--- src/rtl/dijkstra_matrix_shortest_path_assert.svh ---
// ----------------------------------------------------------------------------
// Assertion macros for the shortest path block
// Clocked on clk, disabled while rst_n is low.
// ----------------------------------------------------------------------------
`ifndef DIJKSTRA_MATRIX_SHORTEST_PATH_ASSERT_SVH
`define DIJKSTRA_MATRIX_SHORTEST_PATH_ASSERT_SVH

`ifndef SYNTH

// property holds at every edge out of reset
`define DMSP_ASSERT(name, prop) \
  name: assert property (@(posedge clk) disable iff (!rst_n) (prop)) \
    else $error("dmsp check failed");

// antecedent in one cycle implies consequent in the next
`define DMSP_ASSERT_NEXT(name, ante, cons) \
  name: assert property (@(posedge clk) disable iff (!rst_n) (ante) |=> (cons)) \
    else $error("dmsp sequence check failed");

`else

`define DMSP_ASSERT(name, prop)
`define DMSP_ASSERT_NEXT(name, ante, cons)

`endif

`endif

--- src/rtl/dmsp_pkg.sv ---
// ----------------------------------------------------------------------------
// dmsp_pkg
// Shared types and constants of the shortest path block.
// ----------------------------------------------------------------------------
`default_nettype none

package dmsp_pkg;

  localparam int MAX_NODES   = 64;
  localparam int NODE_W      = 6;
  localparam int WEIGHT_BITS = 16;
  localparam int VC_W        = 7;
  localparam int MAT_DEPTH   = MAX_NODES * MAX_NODES;
  localparam int PADDR_W     = 3;
  localparam int PDATA_W     = 32;

  localparam logic [VC_W-1:0]        VC_RESET = VC_W'(64);
  localparam logic [WEIGHT_BITS-1:0] NE_RESET = WEIGHT_BITS'(10000);

  // request codes
  localparam logic CMD_LOAD = 1'b0;
  localparam logic CMD_RUN  = 1'b1;

  // configuration register index
  typedef enum logic [0:0] {
    REG_VERTEX_COUNT = 1'b0,
    REG_NO_EDGE      = 1'b1
  } reg_idx_t;

  typedef enum logic [2:0] {
    ST_IDLE,
    ST_INIT,
    ST_SCAN,
    ST_RELAX,
    ST_EMIT
  } state_t;

  // one entry of the per-vertex table
  typedef struct packed {
    logic [WEIGHT_BITS-1:0] distance;
    logic [NODE_W-1:0]      pred;
    logic                   visited;
    logic                   pvalid;
  } node_t;

  typedef struct packed {
    logic [VC_W-1:0]        vertex_count;
    logic [WEIGHT_BITS-1:0] no_edge_value;
  } cfg_regs_t;

endpackage

`default_nettype wire

--- src/rtl/dmsp_cfg.sv ---
// ----------------------------------------------------------------------------
// dmsp_cfg
// APB register file: vertex count and no-edge value.
// ----------------------------------------------------------------------------
`default_nettype none

module dmsp_cfg (
  input  wire logic                         clk,
  input  wire logic                         rst_n,
  input  wire logic                         psel,
  input  wire logic                         penable,
  input  wire logic                         pwrite,
  input  wire logic [dmsp_pkg::PADDR_W-1:0] paddr,
  input  wire logic [dmsp_pkg::PDATA_W-1:0] pwdata,
  output logic      [dmsp_pkg::PDATA_W-1:0] prdata,
  output logic                              pready,
  output dmsp_pkg::cfg_regs_t               cfg
);

  logic [dmsp_pkg::VC_W-1:0]        vertex_count_r, vertex_count_nxt;
  logic [dmsp_pkg::WEIGHT_BITS-1:0] no_edge_r, no_edge_nxt;
  logic                             wr_en;
  dmsp_pkg::reg_idx_t               reg_idx;

  assign pready  = 1'b1;
  assign wr_en   = psel & penable & pwrite;
  assign reg_idx = dmsp_pkg::reg_idx_t'(paddr[2]);

  // write decode
  always_comb begin
    vertex_count_nxt = vertex_count_r;
    no_edge_nxt      = no_edge_r;
    if (wr_en) begin
      case (reg_idx)
        dmsp_pkg::REG_VERTEX_COUNT: vertex_count_nxt = pwdata[dmsp_pkg::VC_W-1:0];
        dmsp_pkg::REG_NO_EDGE:      no_edge_nxt = pwdata[dmsp_pkg::WEIGHT_BITS-1:0];
        default: ;
      endcase
    end
  end

  always_ff @(posedge clk) begin
    if (!rst_n) begin
      vertex_count_r <= dmsp_pkg::VC_RESET;
      no_edge_r      <= dmsp_pkg::NE_RESET;
    end else begin
      vertex_count_r <= vertex_count_nxt;
      no_edge_r      <= no_edge_nxt;
    end
  end

  // read mux
  always_comb begin
    case (reg_idx)
      dmsp_pkg::REG_VERTEX_COUNT:
        prdata = dmsp_pkg::PDATA_W'(vertex_count_r);
      dmsp_pkg::REG_NO_EDGE:
        prdata = dmsp_pkg::PDATA_W'(no_edge_r);
      default:
        prdata = '0;
    endcase
  end

  assign cfg.vertex_count  = vertex_count_r;
  assign cfg.no_edge_value = no_edge_r;

endmodule

`default_nettype wire

--- config.mk ---
export PLATFORM = sky130hd
export DESIGN_NAME = dmsp_cfg
export DESIGN_NICKNAME = d
export VERILOG_FILES = /design/src/rtl/dijkstra_matrix_shortest_path_assert.svh /design/src/rtl/dmsp_pkg.sv /design/src/rtl/dmsp_cfg.sv
export SDC_FILE = /design/constraint.sdc
export NUM_CORES = 1
export LEC_CHECK = 0
export BUFFER_PORTS_ARGS = -buffer_cell sky130_fd_sc_hd__buf_2
export CAP_MARGIN = 20
export CORE_MARGIN = 1.5
export CORE_UTILIZATION = 39
export DETAILED_ROUTE_END_ITERATION = 10
export PLACE_DENSITY = 0.83
export SYNTH_ARGS = -nofsm -noshare
export SYNTH_HDL_FRONTEND = slang
export SYNTH_SLANG_ARGS = --single-unit
--- constraint.sdc ---
create_clock -name clk -period 1.35 [get_ports clk]
set_input_delay 0.27 -clock clk [delete_from_list [all_inputs] [get_ports clk]]
set_output_delay 0.27 -clock clk [all_outputs]
set_load 0.005 [all_outputs]
Yosys cells after proc, flatten, opt, wreduce, memory -nomap -nowiden
Cells that the tools add are included.

storage, ports and cells
  register bits = 23
  input bits = 40
  output and inout port bits = 56
  word-level logic and storage cells = 8

operators by class
  mux-type cells = 1
  bitwise operators = 3
  reduce and logical (&&, ||, !) cells = 2

operator list
  cell                                 number
  one-hot mux 32 bit (2 select lines)  1
  AND reduction 2 bit                  2
  AND 1 bit                            2
  NOT 1 bit                            1

Logic depth before layout (Yosys ltp)
Gate-level depths: netlist (run 1).

  depth in word-level cells = 3
  gate-level depth with buffers = 5
  depth with buffers taken out = 2

Least setup slack after synthesis (run 1)
Ideal clock, no wire load.

  path kind = input-to-output
  start point = input port paddr[2] (netlist name)
  end point = output port prdata[6] (netlist name)
  data arrival time = 0.940 ns
  required time = 1.080 ns
  path slack = 0.140 ns
  stages on the path = 3
  buffers on the path = 2
  cell sequence = buf_6 -> clkbuf_1 -> mux2_2

between the ends
  longest elaborated chain between the ends = 2

RTL lines
  what                                   RTL line        RTL
  from (decl)                            dmsp_cfg.sv:13  input wire logic [dmsp_pkg::PADDR_W-1:0] paddr,
  NOT 1 bit (no line)                    -
  one-hot mux 32 bit (2 select lines) *  dmsp_cfg.sv:54  case (reg_idx)
  to (decl)                              dmsp_cfg.sv:15  output logic [dmsp_pkg::PDATA_W-1:0] prdata,

Every way passes the cells marked *; elsewhere a longest branch is shown, timed or not. The select of a mux whose other input is x is not followed.

Worst setup path after layout (run 1)
  start point = register vertex_count_r[5] (netlist name)
  end point = output port prdata[5] (netlist name)

between the ends
  longest elaborated chain between the ends = 1

RTL lines
  what                                 RTL line        RTL
  from (decl)                          dmsp_cfg.sv:20  logic [dmsp_pkg::VC_W-1:0] vertex_count_r, vertex_count_nxt;
  from (signal assigned)               dmsp_cfg.sv:44  vertex_count_r <= dmsp_pkg::VC_RESET;
  from (signal assigned)               dmsp_cfg.sv:47  vertex_count_r <= vertex_count_nxt;
  one-hot mux 32 bit (2 select lines)  dmsp_cfg.sv:54

Every way passes these cells. The select of a mux whose other input is x is not followed.

==> results of run 1 <==
cells in the mapped netlist:
master    count
and2_1        9
and4_4        1
buf_12        2
buf_2         1
buf_4        17
buf_6         1
clkbuf_1      5
conb_1        2
dfxtp_1      23
mux2_2        7
mux2i_1      23
nand2_1      29
nand4b_1      1
nor2b_1      12
worst max path at each step:
stage,from,end,cells past startpoint
6_report,vertex_count_r[5]$_SDFFE_PN0P_,prdata[5],2
5_1_grt,vertex_count_r[5]$_SDFFE_PN0P_,prdata[5],2
4_1_cts,no_edge_r[5]$_SDFFE_PN0P_,prdata[5],2
3_5_place_dp,paddr[2],no_edge_r[0]$_SDFFE_PN0P_,3
3_3_place_gp,paddr[2],no_edge_r[12]$_SDFFE_PN0P_,3
2_1_floorplan,paddr[2],prdata[6],3
logic make-up (layout without fill, tap and decap cells):
| kind of cell | count (synthesis) | count (layout) | synth area share [%] |
|---|---|---|---|
| multiplexers | 30 | 30 | 24.92 |
| other | 2 | 17 | 0.6057 |
| buffers and inverters | 26 | 67 | 16.35 |
| AND/OR/NAND/NOR | 52 | 52 | 20.99 |
| flip-flops | 23 | 23 | 37.13 |
worst max-delay path, cell delays in order (launching register included):
cell and delay, ns:
dfxtp_1 0.34, mux2_4 0.27, buf_2 0.13
where the power goes:
part / internal [mW] / total (mW) / switching (mW)
clock: 0.115 / 0.306 / 0.191
combinational: 0.0897 / 0.177 / 0.0870
sequential: 0.694 / 0.704 / 0.00998
total: 0.899 / 1.19 / 0.288
metrics by stage:
step | util [%] | TNS, ns
after floorplan | - | 0
after global placement | 49.01 | 0
after detailed placement | 49.01 | 0
after CTS | 49.88 | 0
after global routing | 50.21 | -0.004581
final | 50.21 | 0
cell type report:
| cell class | count | share of cell area, % |
|---|---|---|
| Clock buffer | 4 | 1.728 |
| Multi-Input combinational cell | 99 | 41.89 |
| Sequential cell | 23 | 30.70 |
| Tap cell | 44 | 3.621 |
| Timing Repair Buffer | 63 | 22.06 |
routing by layer:
layer	wire length [µm]	up-vias	track usage (%)
li1	-	507	-
met1	1046	453	16.76
met2	1229	36	23.39
met3	136	2	3.493
met4	31	0	4.870
met5	0	-	0
flip-flops by register name, summed over array words and instances (netlist names):
name	flops
no_edge_r	16
vertex_count_r	7
==> metrics.md, run 1 <==
| Metric | Value |
|---|---|
| Worst-path fanout max | `3` |
| Total power | `1.187 mW` |
| Die X-Extent | `about 60 µm` |
| Final WS setup | `0.04337 ns` |
| Min cycle time layout | `between 1 and 1.5 ns` |
| Fin. max-slew vios | `0` |
| Final setup viols | `0` |
| N_diodes | `0` |
| R2r startpoint | `vertex_count_r[6]$_SDFFE_PN1P_` |
| Die height | `a little under 60 µm` |
| Most frequent cells in the layout | `60 x buf_2, 29 x nand2_1, 23 x mux2i_1, 18 x dfxtp_1, 17 x conb_1` |
| Synth top area share | `37.13%` |
| Core area | `between 3000 and 4000 µm²` |
| Post-DP HPWL | `1.790 mm` |
| Mapped cell area | `~1200 µm²` |
| RePlAce Congestion | `roughly 0.63` |
| CTS HTree Levels | `1` |
| Clock sink count | `23` |
| Initial core utilization | `between 40% and 50%` |
| Min-Delay Path Depth | `3` |
| Sequential area share after synthesis | `between 30% and 40%` |
| Cts hold-fix bufs | `0` |
| Detail Route Antenna Nets | `0` |
| Worst min path class | `primary input to register` |
| Commonest non-fill, non-tap cell in the layout | `buf_2` |
| TritonRoute pass-1 iters | `2` |
| Max Cap Viol | `0` |
| Count of distinct cell types in the synthesized netlist | `14` |
| Area of the multi-input gates | `636.9 µm²` |
| Total track usage | `between 10 and 15%` |
| Top post-synthesis cells by area | `dfxtp_1 37%, mux2i_1 19%, buf_4 10%` |
| Layout fillers | `roughly 310` |
| Site Rows | `20` |
| Post_cts resized | `0` |
| Wirelength per Cell | `approximately 10 µm` |
| Hold Path Origin | `pwdata[14]` |
| Area Overhead vs Synth | `22.60%` |
| PwrDens | `between 700 and 800 nW/µm²` |
| Largest net degree at the start of global routing | `42` |
| Min Hold Slack | `approximately 0.19 ns` |
| Via count | `between 900 and 1000` |
| Final Cell Area | `between 1500 and 2000 µm²` |
| Final wirelength | `2.443 mm` |
| R2R setup slack | `around 0.73 ns` |
| Max Freq | `around 770 MHz` |
| Req. time, crit path | `approximately 1.1 ns` |
| Synth area leader | `dfxtp_1` |
| Share of layout cells above drive strength 1 | `a little over two fifths` |
| Worst-Skew Late Latency | `~0.30 ns` |
| Root buffer cell | `clkbuf_4` |
| Vias in the first global route | `slightly above 800` |
| Cell Area, Placed | `around 1500 µm²` |
| Worst Path Arrival | `1.04 ns` |
| Initial antenna violation count | `0` |
| Vias per cell | `approximately 4.3` |
| # port buffers | `60` |
| Seq cells post-synth | `23` |
| GRT overflow | `0` |
| Max VDD drop | `between 400 and 500 µV` |
| Endpoint class of the critical path | `output pin` |
| Post-synthesis average cell area | `just over 9 µm²` |
| Pre-CTS setup slack | `about 0.065 ns` |
| Hold Path End | `no_edge_r[14]$_SDFFE_PN0P_` |
| Placed Cells incl. Taps | `229` |
| Die area | `around 3500 µm²` |
| Final Skew | `0 ns` |
| Nets@finish | `230` |
| Clk slew on worst S/H paths | `0.11 ns` |
| Endpoint of the worst register-to-register path | `vertex_count_r[6]$_SDFFE_PN1P_` |
| Register-to-Register Path Depth | `2` |
| Critical path class | `register to output pin` |
| Clock buffer depth | `2` |
| DRC violations left | `0` |
| Post-route insts no fill | `233` |
| Final Hold Viols | `0` |
| Register Area | `between 400 and 500 µm²` |
| Final period utilization | `slightly below 100%` |
| Postcts setup bufs | `0` |
| Status | `finished, final reports clean` |
| RSZ-0062 raised after global routing | `yes` |
| YS warnings | `0` |
| Mapped Cells | `133` |
| Pleak | `slightly below 0.8 nW` |
| Top-level port count | `96` |
| CTS tree | `done` |
| Number of DRC markers in iteration 0 | `23` |
| Critical Path Start Type | `register` |
| Global-route wire length before repair | `~3.6 mm` |
| Num CTS Buffers | `3` |
No activity file was read; power rests on OpenSTA's default activity.
==> run 2: changes to the inputs <==
--- a/config.mk
+++ b/config.mk
@@ -12,2 +12,3 @@
 export DETAILED_ROUTE_END_ITERATION = 10
+export HOLD_SLACK_MARGIN = 0.1
 export PLACE_DENSITY = 0.83
--- a/constraint.sdc
+++ b/constraint.sdc
@@ -3,2 +3,2 @@
 set_output_delay 0.27 -clock clk [all_outputs]
-set_load 0.005 [all_outputs]
+set_load 0.01 [all_outputs]
==> metrics.md, run 2 (same netlist as run 1, synthesis figures left out) <==
| Metric | Value |
|---|---|
| Min-Delay Path Depth | `3 (unchanged)` |
| Post-DP HPWL | `1.784 mm (-0.28%)` |
| Via count | `1020 (+2.2%)` |
| GRT overflow | `0 (unchanged)` |
| Nets@finish | `235 (+2.2%)` |
| Status | `finished, final reports clean` |
| Register-to-Register Path Depth | `3 (+1)` |
| Fin. max-slew vios | `0 (unchanged)` |
| Wirelength per Cell | `10.63 µm (+1.4%)` |
| CTS tree | `done` |
| Min cycle time layout | `1.310 ns (+0.003414 ns)` |
| Endpoint of the worst register-to-register path | `no_edge_r[4]$_SDFFE_PN1P_` |
| CP cell instances | `mux2_4 > buf_6` |
| Top-level port count | `96 (unchanged)` |
| Initial core utilization | `40.95% (unchanged)` |
| Final setup viols | `0 (unchanged)` |
| Slowest stage delay, CP | `0.34 ns (about the same)` |
| Clk slew on worst S/H paths | `0.12 ns (about the same)` |
| Cts hold-fix bufs | `0 (unchanged)` |
| Biggest regs | `no_edge_r x16, vertex_count_r x7` |
| Final wirelength | `2.530 mm (+3.6%)` |
| Die X-Extent | `59.39 µm (unchanged)` |
| R2r startpoint | `no_edge_r[4]$_SDFFE_PN1P_` |
| Final Cell Area | `1603 µm² (+5.4%)` |
| Max Freq | `763.3 MHz (-0.26%)` |
| Endpoint class of the critical path | `output pin` |
| Max Cap Viol | `0 (unchanged)` |
| Hold Path End | `no_edge_r[14]$_SDFFE_PN0P_` |
| Commonest non-fill, non-tap cell in the layout | `buf_2` |
| Top reg by flops | `no_edge_r` |
| RSZ-0062 raised after global routing | `yes` |
| Worst-Skew Late Latency | `0.30 ns (about the same)` |
| DRC violations left | `0 (unchanged)` |
| Max reg flops | `16 (unchanged)` |
| Critical path class | `register to output pin` |
| R2R setup slack | `0.62 ns (-0.11 ns)` |
| Core area | `3028 µm² (unchanged)` |
| Pre-CTS setup slack | `0.06237 ns (-0.002303 ns)` |
| Die height | `59.39 µm (unchanged)` |
| Num CTS Buffers | `3 (unchanged)` |
| Final Skew | `0 ns (unchanged)` |
| Largest net degree at the start of global routing | `42 (unchanged)` |
| N_diodes | `0 (unchanged)` |
| Min Hold Slack | `0.1955 ns (+0.0005950 ns)` |
| Cell Area, Placed | `1484 µm² (unchanged)` |
| Root buffer cell | `clkbuf_4` |
| Vias in the first global route | `812 (+0.50%)` |
| # port buffers | `60 (unchanged)` |
| Number of DRC markers in iteration 0 | `18 (-22%)` |
| Worst-path fanout max | `3 (unchanged)` |
| Slowest cell on the critical path | `dfxtp_1` |
| Site Rows | `20 (unchanged)` |
| Vias per cell | `4.286 (about the same)` |
| Total track usage | `13.65% (-0.14 points)` |
| CTS HTree Levels | `1 (unchanged)` |
| Most frequent cells in the layout | `55 x buf_2, 29 x nand2_1, 23 x mux2i_1, 17 x conb_1, 13 x dfxtp_1` |
| Final period utilization | `97.04% (+0.25 points)` |
| Req. time, crit path | `1.08 ns (about the same)` |
| Die area | `3527 µm² (unchanged)` |
| Clock buffer depth | `2 (unchanged)` |
| Clock sink count | `23 (unchanged)` |
| Critical Path Start Type | `register` |
| Pleak | `0.8101 nW (+4.8%)` |
| Final WS setup | `0.03996 ns (-0.003414 ns)` |
| Total power | `1.223 mW (+3.0%)` |
| Share of layout cells above drive strength 1 | `45.88% (+4.1 points)` |
| Post-route core utilization | `52.93% (+2.7 points)` |
| Hold Path Origin | `pwdata[14]` |
| Worst Path Arrival | `1.04 ns (about the same)` |
| Final Hold Viols | `0 (unchanged)` |
| TritonRoute pass-1 iters | `3 (+1)` |
| Global-route wire length before repair | `3.636 mm (-0.19%)` |
| Largest delay contributor family on the critical path | `flip-flops` |
| Worst min path class | `primary input to register` |
| Detail Route Antenna Nets | `0 (unchanged)` |
| PwrDens | `763.2 nW/µm² (-2.3%)` |
| RePlAce Congestion | `0.6315 (about the same)` |
| Area Overhead vs Synth | `29.26%` |
| Max VDD drop | `472.5 µV (-4.2%)` |
| WP buf/inv | `1 (unchanged)` |
| Initial antenna violation count | `0 (unchanged)` |
-- run 2: repair_timing --
item,in CTS,in global routing
setup endpoints to repair,0,7
resized for setup,0,18
setup buffers,0,5
endpoints found under the hold margin,0,0
-- run 2: how the worst max path moves through the flow --
stage,slack [ns],depth (start not counted),endpoint,from
CTS,0.003,2,prdata[5],no_edge_r[5]$_SDFFE_PN0P_
detailed placement,0.06,3,no_edge_r[0]$_SDFFE_PN0P_,paddr[2]
global route,-0.009,2,prdata[6],vertex_count_r[6]$_SDFFE_PN1P_
global placement,0.08,3,prdata[4],paddr[2]
finish,0.04,2,prdata[5],vertex_count_r[5]$_SDFFE_PN0P_
floorplan,0.12,3,prdata[6],paddr[2]
-- run 2: worst register-to-register path, stage by stage (launching register included) --
cell	delay, ns
dfxtp_2	0.34
buf_4	0.12
nor2b_1	0.10
mux2i_1	0.07
-- run 2: stage by stage --
step | instances | setup TNS [ns]
floorplan | 148 | 0
global placement | 229 | 0
detailed placement | 229 | 0
CTS | 233 | 0
global route | 238 | -0.01367
finish | 238 | 0
-- run 2: power breakdown --
| part | switching [mW] | internal [mW] |
|---|---|---|
| clock network | 0.191 | 0.115 |
| registers | 0.00969 | 0.695 |
| logic | 0.112 | 0.101 |
-- run 2: routing by layer --
metal	global-route usage, %	part of all wire (%)	vias to the layer above	routed length (µm)
met5	0	0	-	0
met4	2.922	0.67	0	17
met3	4.148	5.7	2	145
met2	23.39	52	36	1311
met1	16.76	42	469	1056
li1	-	-	513	-
-- run 2: area by class of cell --
type / instances / area (µm²)
repair buffers: 68 / 404.1
clock buffers: 4 / 26.28
multi-input cells: 99 / 644.4
fillers: 300 / 1425
well taps: 44 / 55.05
flip-flops and latches: 23 / 473.0
